**src/sv/amu_pkg.sv**
```systemverilog
// Shared types, op codes and constants of the multiply-accumulate unit.
package amu_pkg;

   localparam int unsigned WordWidth   = 32;
   localparam int unsigned RegIdxWidth = 4;
   localparam int unsigned VerWidth    = 3;
   localparam int unsigned StatusWidth = 2;

   localparam logic [RegIdxWidth-1:0] PC_INDEX = 4'd15;

   // Architecture levels
   localparam logic [VerWidth-1:0] ARCH_V4    = 3'd4;
   localparam logic [VerWidth-1:0] ARCH_V6    = 3'd6;
   localparam logic [VerWidth-1:0] ARCH_RESET = 3'd7;

   // Op codes from instruction bits 23:20
   localparam logic [3:0] OP_MUL    = 4'b0000;
   localparam logic [3:0] OP_MULS   = 4'b0001;
   localparam logic [3:0] OP_MLA    = 4'b0010;
   localparam logic [3:0] OP_MLAS   = 4'b0011;
   localparam logic [3:0] OP_UMAAL  = 4'b0100;
   localparam logic [3:0] OP_UNDEF0 = 4'b0101;
   localparam logic [3:0] OP_MLS    = 4'b0110;
   localparam logic [3:0] OP_UNDEF1 = 4'b0111;

   // Status codes
   localparam logic [StatusWidth-1:0] ST_OK     = 2'd0;
   localparam logic [StatusWidth-1:0] ST_UNDEF  = 2'd1;
   localparam logic [StatusWidth-1:0] ST_NOIMP  = 2'd2;
   localparam logic [StatusWidth-1:0] ST_UNPRED = 2'd3;

   // Stream widths
   localparam int unsigned ReqDataWidth = 160;
   localparam int unsigned RspDataWidth = 80;

   typedef struct packed {
      logic [WordWidth-1:0] instruction_word;
      logic                 cond_pass;
      logic [WordWidth-1:0] operand_n;
      logic [WordWidth-1:0] operand_m;
      logic [WordWidth-1:0] accumulate_low;
      logic [WordWidth-1:0] accumulate_high;
   } amu_req_type;

   typedef struct packed {
      logic                   primary_write;
      logic [RegIdxWidth-1:0] primary_index;
      logic [WordWidth-1:0]   primary_value;
      logic                   secondary_write;
      logic [RegIdxWidth-1:0] secondary_index;
      logic [WordWidth-1:0]   secondary_value;
      logic                   flags_write;
      logic                   flag_negative;
      logic                   flag_zero;
      logic [StatusWidth-1:0] status;
   } amu_result_type;

endpackage

```
**src/sv/arm_multiply_accumulate_unit.sv**
```systemverilog
// Top level of the multiply-accumulate unit: stream ports, pipeline registers, CSR.
// A request is registered in the input stage, then its result in the result stage.
// Throughput: one instruction per cycle unless rsp_tready stalls; the single 33x33
// multiplier plus the 64-bit accumulate adder between the input and result registers
// set the cycle. Reset (synchronous, active high) empties both stages and sets the
// architecture level to 7; payload registers are not reset.
module arm_multiply_accumulate_unit
   import amu_pkg::*;
(
   input  logic                    clock,
   input  logic                    reset,
   // req_tdata, low bit up: instruction_word[31:0], operand_n[63:32],
   // operand_m[95:64], accumulate_low[127:96], accumulate_high[159:128]
   input  logic                    req_tvalid,
   output logic                    req_tready,
   input  logic [ReqDataWidth-1:0] req_tdata,
   input  logic                    req_tuser,   // condition passed flag
   // rsp_tdata, low bit up: primary_write[0], primary_index[4:1],
   // primary_value[36:5], secondary_write[37], secondary_index[41:38],
   // secondary_value[73:42], flags_write[74], flag_negative[75],
   // flag_zero[76], zero fill[79:77]
   output logic                    rsp_tvalid,
   input  logic                    rsp_tready,
   output logic [RspDataWidth-1:0] rsp_tdata,
   output logic [StatusWidth-1:0]  rsp_tuser,   // status
   // architecture_version write port
   input  logic                    csr_valid,
   output logic                    csr_ready,
   input  logic [VerWidth-1:0]     csr_data
);

   logic [VerWidth-1:0] arch_ff;
   logic [VerWidth-1:0] arch_in;
   logic                s1_valid_ff;
   logic                s1_valid_in;
   amu_req_type         s1_req_ff;
   logic                rsp_valid_ff;
   logic                rsp_valid_in;
   amu_result_type      rsp_result_ff;
   amu_result_type      core_result;
   logic                rsp_advance;
   logic                s1_advance;
   logic                req_transfer;

   // The level register is always writable; write it only while nothing is in flight.
   assign csr_ready = 1'b1;
   assign arch_in   = (csr_valid && csr_ready) ? csr_data : arch_ff;

   // Result stage can load when empty or when its item is being taken.
   assign rsp_advance  = !rsp_valid_ff || rsp_tready;
   // Input stage moves on when it is empty or its item drops into the result stage.
   assign s1_advance   = !s1_valid_ff || rsp_advance;
   assign req_tready   = s1_advance;
   assign req_transfer = req_tvalid && req_tready;

   assign s1_valid_in  = s1_advance ? req_transfer : s1_valid_ff;
   assign rsp_valid_in = rsp_advance ? s1_valid_ff : rsp_valid_ff;

   always_ff @(posedge clock) begin
      if (reset) begin
         arch_ff      <= ARCH_RESET;
         s1_valid_ff  <= 1'b0;
         rsp_valid_ff <= 1'b0;
      end else begin
         arch_ff      <= arch_in;
         s1_valid_ff  <= s1_valid_in;
         rsp_valid_ff <= rsp_valid_in;
      end
   end

   // Capture the unpacked request on every input transfer.
   always_ff @(posedge clock) begin
      if (req_transfer) begin
         s1_req_ff.instruction_word <= req_tdata[31:0];
         s1_req_ff.operand_n        <= req_tdata[63:32];
         s1_req_ff.operand_m        <= req_tdata[95:64];
         s1_req_ff.accumulate_low   <= req_tdata[127:96];
         s1_req_ff.accumulate_high  <= req_tdata[159:128];
         s1_req_ff.cond_pass        <= req_tuser;
      end
   end

   amu_core u_core (
      .req        (s1_req_ff),
      .arch_level (arch_ff),
      .result     (core_result)
   );

   // Hold the result until the downstream side takes it.
   always_ff @(posedge clock) begin
      if (rsp_advance && s1_valid_ff) begin
         rsp_result_ff <= core_result;
      end
   end

   assign rsp_tvalid = rsp_valid_ff;
   assign rsp_tuser  = rsp_result_ff.status;
   assign rsp_tdata  = {3'b000,
                        rsp_result_ff.flag_zero,
                        rsp_result_ff.flag_negative,
                        rsp_result_ff.flags_write,
                        rsp_result_ff.secondary_value,
                        rsp_result_ff.secondary_index,
                        rsp_result_ff.secondary_write,
                        rsp_result_ff.primary_value,
                        rsp_result_ff.primary_index,
                        rsp_result_ff.primary_write};

endmodule

```
**src/sv/amu_core.sv**
```systemverilog
// Combinational decode, multiply-accumulate and status logic for one instruction.
module amu_core
   import amu_pkg::*;
(
   input  amu_req_type         req,
   input  logic [VerWidth-1:0] arch_level,
   output amu_result_type      result
);

   logic [3:0]             op;
   logic                   sbit;
   logic [RegIdxWidth-1:0] rhi;
   logic [RegIdxWidth-1:0] rlo;
   logic [RegIdxWidth-1:0] rm;
   logic [RegIdxWidth-1:0] rn;
   logic                   pre6;
   logic                   v4;
   logic                   is_long;
   logic                   sgn;
   logic signed [32:0]     mul_a;
   logic signed [32:0]     mul_b;
   logic signed [65:0]     product;
   logic [63:0]            prod64;
   logic [63:0]            long_res;
   logic [31:0]            short_res;
   logic                   short_setf;
   logic                   unp;

   assign op      = req.instruction_word[23:20];
   assign sbit    = op[0];
   assign rhi     = req.instruction_word[19:16];
   assign rlo     = req.instruction_word[15:12];
   assign rm      = req.instruction_word[11:8];
   assign rn      = req.instruction_word[3:0];
   assign pre6    = arch_level < ARCH_V6;
   assign v4      = arch_level == ARCH_V4;
   assign is_long = op[3];
   assign sgn     = op[3] & op[2];

   // One 33x33 signed multiplier covers both signed and unsigned forms.
   assign mul_a   = $signed({sgn & req.operand_n[31], req.operand_n});
   assign mul_b   = $signed({sgn & req.operand_m[31], req.operand_m});
   assign product = mul_a * mul_b;
   assign prod64  = product[63:0];

   assign long_res = prod64 +
      (op[1] ? {req.accumulate_high, req.accumulate_low} : 64'd0);

   always_comb begin
      case (op) inside
         OP_MLA, OP_MLAS: short_res = prod64[31:0] + req.accumulate_low;
         OP_MLS:          short_res = req.accumulate_low - prod64[31:0];
         default:         short_res = prod64[31:0];
      endcase
   end

   assign short_setf = sbit & ~op[2];

   always_comb begin
      unp = (rhi == PC_INDEX) || (rn == PC_INDEX) || (rm == PC_INDEX);
      if (is_long) begin
         if ((rlo == PC_INDEX) || (rhi == rlo)) unp = 1'b1;
         if (pre6 && ((rhi == rn) || (rlo == rn))) unp = 1'b1;
         if (sbit && v4) unp = 1'b1;
      end else begin
         if (op != OP_MUL && op != OP_MULS && rlo == PC_INDEX) unp = 1'b1;
         if (op != OP_MLS && pre6 && rhi == rn) unp = 1'b1;
         if (short_setf && v4) unp = 1'b1;
      end
   end

   always_comb begin
      result = '0;
      if (op == OP_UNDEF0 || op == OP_UNDEF1) begin
         result.status = ST_UNDEF;
      end else if (op == OP_UMAAL) begin
         result.status = ST_NOIMP;
      end else if (req.cond_pass) begin
         result.primary_write = 1'b1;
         result.status        = unp ? ST_UNPRED : ST_OK;
         if (is_long) begin
            result.primary_index   = rlo;
            result.primary_value   = long_res[31:0];
            result.secondary_write = 1'b1;
            result.secondary_index = rhi;
            result.secondary_value = long_res[63:32];
            if (sbit) begin
               result.flags_write   = 1'b1;
               result.flag_negative = long_res[63];
               result.flag_zero     = long_res == 64'd0;
            end
         end else begin
            result.primary_index = rhi;
            result.primary_value = short_res;
            if (short_setf) begin
               result.flags_write   = 1'b1;
               result.flag_negative = short_res[31];
               result.flag_zero     = short_res == 32'd0;
            end
         end
      end
   end

endmodule

```
**config.mk**
```make
export PLATFORM = sky130hd
export DESIGN_NAME = arm_multiply_accumulate_unit
export DESIGN_NICKNAME = d
export VERILOG_FILES = /design/src/sv/amu_pkg.sv /design/src/sv/arm_multiply_accumulate_unit.sv /design/src/sv/amu_core.sv
export SDC_FILE = /design/constraint.sdc
export NUM_CORES = 2
export LEC_CHECK = 0
export BUFFER_PORTS_ARGS = -buffer_cell sky130_fd_sc_hd__clkbuf_2
export CAP_MARGIN = 30
export CORE_AREA = 2 2 338 407
export CTS_CLUSTER_DIAMETER = 200
export CTS_CLUSTER_SIZE = 10
export DETAILED_ROUTE_END_ITERATION = 10
export DIE_AREA = 0 0 340 409
export GPL_TIMING_DRIVEN = 0
export SETUP_SLACK_MARGIN = 0.05
export SLEW_MARGIN = 0
export SYNTH_ARGS = -nofsm -noshare
export SYNTH_HDL_FRONTEND = slang
export SYNTH_SLANG_ARGS = --single-unit
```
**constraint.sdc**
```tcl
create_clock -name clock -period 14.61 [get_ports clock]
set_input_delay 1.461 -clock clock [delete_from_list [all_inputs] [get_ports clock]]
set_output_delay 1.461 -clock clock [all_outputs]
set_load 0.005 [all_outputs]
```
# Yosys cells after proc, flatten, opt, wreduce, memory -nomap -nowiden
# Index checks and enable logic that the tools add are counted.
# word_totals
input_bits	169
wordCells	90
reg_bits	237
# op_classes
n_eq_ne	16
reduce_logical	25
muxes	18
n_bitwise	7
mul	1
magnitude_cmp	1
addsub	3
# ops
op	count
$mux W79	1
$add A64 B64 Y64	1
$logic_not A64 Y1	1
$mul A33 B33 Y64	1
$mux W32	2
$mux W64	1
$mux W37	1
$mux W36	1
$add A32 B32 Y32	1
$logic_not A32 Y1	1
$sub A32 B32 Y32	1
$eq A4 B3 Y1 const B	4
$eq A4 B4 Y1 const B	4
$eq A4 B4 Y1	3
$logic_and A1 B1 Y1	9
$mux W3	3
$eq A4 B2 Y1 const B	2
$logic_or A1 B1 Y1	7
$mux W1	7
$and A1 B1 Y1	4
$mux W2	2
$ne A4 B1 Y1 const B	1
$ne A4 B3 Y1 const B	1
$reduce_bool A4 Y1	1
7 further kinds	11

# Longest topological paths before layout
# logic_depth
word_depth	11
depth_mapped	49
ltp_nobuf	45

# Modules after synthesis
# A second synthesis with hierarchy kept.
# unflattened
cells_unflattened	5862
hier_area_um2	54359.6
# by_module_without_submodules
mod	area_each_um2	n_inst	seq_area_each_um2	cells_each
amu_core	46926.3	1	0.0	5597
arm_multiply_accumulate_unit	7433.4	1	7307.0	265

# Worst setup path after synthesis
# Ideal clock, no wire load.
# synth_path
path_kind	reg-to-reg
from	reg s1_req_ff[151] (netlist name)
to	reg rsp_result_ff, in the netlist rsp_tdata[76] (data pin)
arrival_time_ns	10.511
n_path_buf	3
period_less_slack_ns	10.644
path_slack_ns	3.966
stages_incl_launch_ff	44
cell_sequence	edfxtp_1 > clkbuf_1 > and3_1 > clkbuf_1 > nand2_1 > inv_1 > fa_1 > fa_1 > fa_1 > inv_1 > fa_1 > fa_1 > fa_1 > fa_1 > fa_1 > inv_1 > ha_1 > a21oi_1 > [8 not listed] > and4_1 > a2111oi_2 > xnor2_1 > ha_1 > clkbuf_1 > nand2_1 > nor3_1 > and3_1 > a21boi_0 > a31oi_1 > nand2_1 > xnor2_1 > nor4bb_1 > nand4_1 > nand4b_1 > nor4b_1 > and4_1 > a32o_1
# synth_via
elab_chain_len	7
elab_cells_between_ends	23
cone_classes	add/sub: 1; mul: 1; eq/ne: 6; mux: 5; bitwise: 5; reduce/logical: 5
# synth_rtl
element	line	text
start: declaration	arm_multiply_accumulate_unit.sv:36	amu_req_type s1_req_ff;
$and A1 B1 Y1	amu_core.sv:38	assign sgn = op[3] & op[2];
$and A1 B1 Y1, on equally long branches	amu_core.sv:41, amu_core.sv:42	
$mul A33 B33 Y64	amu_core.sv:43	assign product = mul_a * mul_b;
$add A64 B64 Y64	amu_core.sv:46	assign long_res = prod64 +
$logic_not A64 Y1	amu_core.sv:90	result.flag_zero = long_res == 64'd0;
$mux W3	amu_core.sv:87	if (sbit) begin
$mux W3	amu_core.sv:81	if (is_long) begin
end signal: assignment	arm_multiply_accumulate_unit.sv:92	rsp_result_ff <= core_result;
end: declaration	arm_multiply_accumulate_unit.sv:39	amu_result_type rsp_result_ff;
# Several ways; a longest one is shown, not always the timed one.
# A chain may end at the register's enable or synchronous reset.

# Worst setup path in the final report
# layout_path
from	reg s1_req_ff[72] (netlist name)
to	reg rsp_result_ff, in the netlist rsp_tdata[76] (data pin)
# layout_via
elab_chain_len	7
elab_cells_between_ends	11
cone_classes	add/sub: 3; mul: 1; mux: 5; reduce/logical: 2
# layout_rtl
element	line	text
$mul A33 B33 Y64 (*)	amu_core.sv:43	
$sub A32 B32 Y32	amu_core.sv:52	OP_MLS: short_res = req.accumulate_low - prod64[31:0];
$mux W32 (2 in series)	amu_core.sv:50	case (op) inside
$logic_not A32 Y1	amu_core.sv:98	result.flag_zero = short_res == 32'd0;
$mux W3	amu_core.sv:95	if (short_setf) begin
$mux W3 (*)	amu_core.sv:81	
# Every way passes the cells marked *; elsewhere a longest branch is shown, timed or not.

==> impl_metrics.csv <==
group,metric,value,unit
status,status,"complete, no violations",
critical_path,required,15.13,ns
drt,drt_iter0_markers,3655,
clock_network,numCtsBuffers,27,
clock_network,cts_root_buf,"clkbuf_16",
placed_design,hpwlAfterDp,165600,um
drt,wl_per_cell,24.52,um
die,die_area,139100,um2
yosys,synth-adder-area-share,50.06,%
finish,drive_gt1_share,6.267,%
sta,period_needed,14.20,ns
sta,clock_skew,0.05287,ns
critical_path,start_kind,"register",
sta,setup_viol,0,
critical_path,crit_family,"adder cells",
min_path,hold_class,"reg2reg",
clock_network,cts_tree,"done",
placed_design,place.gp.congestion,0.9946,
sta,drv_slew,0,
die,die_x,340,um
critical_path,crit_slowest_cell,"edfxtp_1",
yosys,synth_edf_count,228,
clock_network,holdBufCountCts,0,
drt,via_per_inst,5.323,
sta,fin_crit_sh,97.22,%
sta,fin_setup_tns,0,ns
clock_network,clkTransAtPathRegs,0.06,ns
sta,rsz0062_at_grt,"false",
global_routing,grt_max_degree,61,
clock_network,cts_sinks,233,
critical_path,critical_path_class,"reg2reg",
yosys,synth-seq-cells,233,
yosys,synth_cells,5785,
critical_path,arrival,14.72,ns
yosys,ys_types,99,
die,fp.coreArea,135000,um2
clock_network,cts.path.max_buffers,3,
global_routing,antenna_found_initial,8,
clock_network,insertion_delay,0.65,ns
placed_design,io_buffers,237,
die,initial_core_util,39.71,%
yosys,synth_top_family_by_area,"adder cells",
critical_path,cp-end-kind,"register",
critical_path,critical_path_buf_inv_count,8,
yosys,synth_flop_cell,"edfxtp_1",
drt,drt.antenna.violating_nets,0,
clock_network,htree_levels,1,
critical_path,slowest_delay,0.90,ns
run,drv_cap,0,
yosys,yosysSeqAreaShare,12.96,%
yosys,synth_compound_area_share,8.407,%
global_routing,grt_first_pass_wirelength,290800,um
finish,areaGrowthSynthToFinish,8.694,%
drt,firstDrtPassIters,6,
sta,maxSlewHeadroom,25.79,%
critical_path,cpMostUsedCell,"fa_1",
die,die_h,409,um
global_routing,gr-usage-all-layers,28.32,%
die,num_rows,148,
yosys,synthMuxAreaShare,0.2054,%
sta,finalHoldViolations,0,
yosys,synth_area_per_cell,9.266,um2
sta,fmax,70.40,MHz
drt,dr_total_vias,42072,
global_routing,grt-ovfl-total,0,
sta,worst_slew_pin_slew,1.113,ns
die,io_pins,254,
critical_path,critPathMaxFanout,10,
yosys,syn_area,53610,um2
global_routing,grt_pass1_vias,44340,
drt,wirelength,193800,um
yosys,synth_xor_area_share,2.827,%
yosys,yosys_warnings,0,
yosys,synth-simple-area-share,14.76,%
finish,fillers,13380,
finish,nets,7711,
drt,drc,0,
finish,final_core_util,43.16,%
yosys,async_reset_ff_share,0,%
[synth_stat cells (all sizes together), types with 53 or more instances]
cell	instances	share of area, %
fa	1128	42
inv	1246	8.7
xnor2	120	2.0
a21oi	218	2.1
o21ai	113	1.1
xor2	53	0.87
and2	352	4.1
edfxtp	228	13
nor2	198	1.4
nand2	905	6.3
ha	340	7.9
clkbuf	262	1.8
a21o	58	0.81
[worst paths after layout]
| path | start | end | slack, ns | cells after the start |
|---|---|---|---|---|
| setup / recovery | s1_req_ff[72] | rsp_tdata[76] | 0.41 | 44 |
| hold / removal | s1_valid_ff | s1_valid_ff | 0.55 | 2 |
| setup reg to reg | s1_req_ff[72] | rsp_tdata[76] | 0.41 | 44 |
| hold reg to reg | s1_valid_ff | s1_valid_ff | 0.55 | 2 |
[metrics by stage]
step	instance area [um2]	hold WS (ns)	setup WS [ns]	instances
6_report	58270	0.5462	0.4061	7904
5_1_grt	58260	0.6020	0.07108	7901
4_1_cts	58200	0.5422	0.2101	7894
3_5_place_dp	57420	0.5145	0.2410	7844
3_3_place_gp	57050	0.5016	0.3554	7824
2_1_floorplan	53610	0.4778	3.966	5787
[what timing repair did]
item	CTS	global route
resized for setup	0	7
setup buffers	0	0
setup endpoints to repair	0	1
hold endpoints to repair	0	0
[cell families (layout without fill, tap and decap cells)]
family,Yosys count,in the layout
xor+xnor,173,173
flops,233,233
compound gates,664,664
simple gates,1705,1705
buf+inv,1529,1837
other cells,2,13
mux,11,11
fa+ha+maj,1468,1468
[state kept, by name (all words and copies together), names as in the netlist]
register	cells
arch_ff	3
rsp_tdata	77
rsp_tuser	2
rsp_tvalid	1
s1_req_ff	149
s1_valid_ff	1
[layout make-up]
class	count	area (um2)	area share (%)
Antenna cell	9	22.52	0.03865
Multi-Input combinational cell	4025	40900	70.20
Buffer	280	1094	1.877
Clock inverter	2	28.78	0.04939
Clock buffer	48	754.5	1.295
Sequential cell	233	6947	11.92
Timing Repair Buffer	260	1584	2.719
Tap cell	1800	2252	3.865
Inverter	1247	4681	8.033
[metal layers]
metal  routed length [um]  vias up  GRT usage, %
li1                     -    18301             -
met1                77710    21482         37.09
met2                88950     1889         45.29
met3                14960      400         4.581
met4                12170        0         14.60
met5                    0        -             0
[cells in the final DEF, fill, tap and decap left out, types with 40 or more instances in the layout]
cell type,instances
edfxtp_1,228
o21ai_0,101
a21o_1,57
nor2_1,197
xnor2_1,120
ha_1,340
inv_1,1246
nand4_1,40
a21oi_1,210
clkbuf_1,278
xor2_1,53
clkbuf_2,239
nand3_1,41
nand2_1,904
and2_1,351
fa_1,1128
[worst reg2reg max path, delay by kind of cell, from the launching register on]
| kind | cells | cell delay [ns] |
|---|---|---|
| XOR/XNOR | 2 | 0.53 |
| adder cells (fa/ha/maj) | 10 | 4.65 |
| AO/OA/AOI/OAI | 13 | 3.22 |
| buffers and inverters | 8 | 1.74 |
| flip-flops | 1 | 0.90 |
| AND/OR/NAND/NOR | 11 | 3.01 |
Power is not shown: default switching activity piles up to over one toggle a cycle in this logic, so the estimate is an artifact.
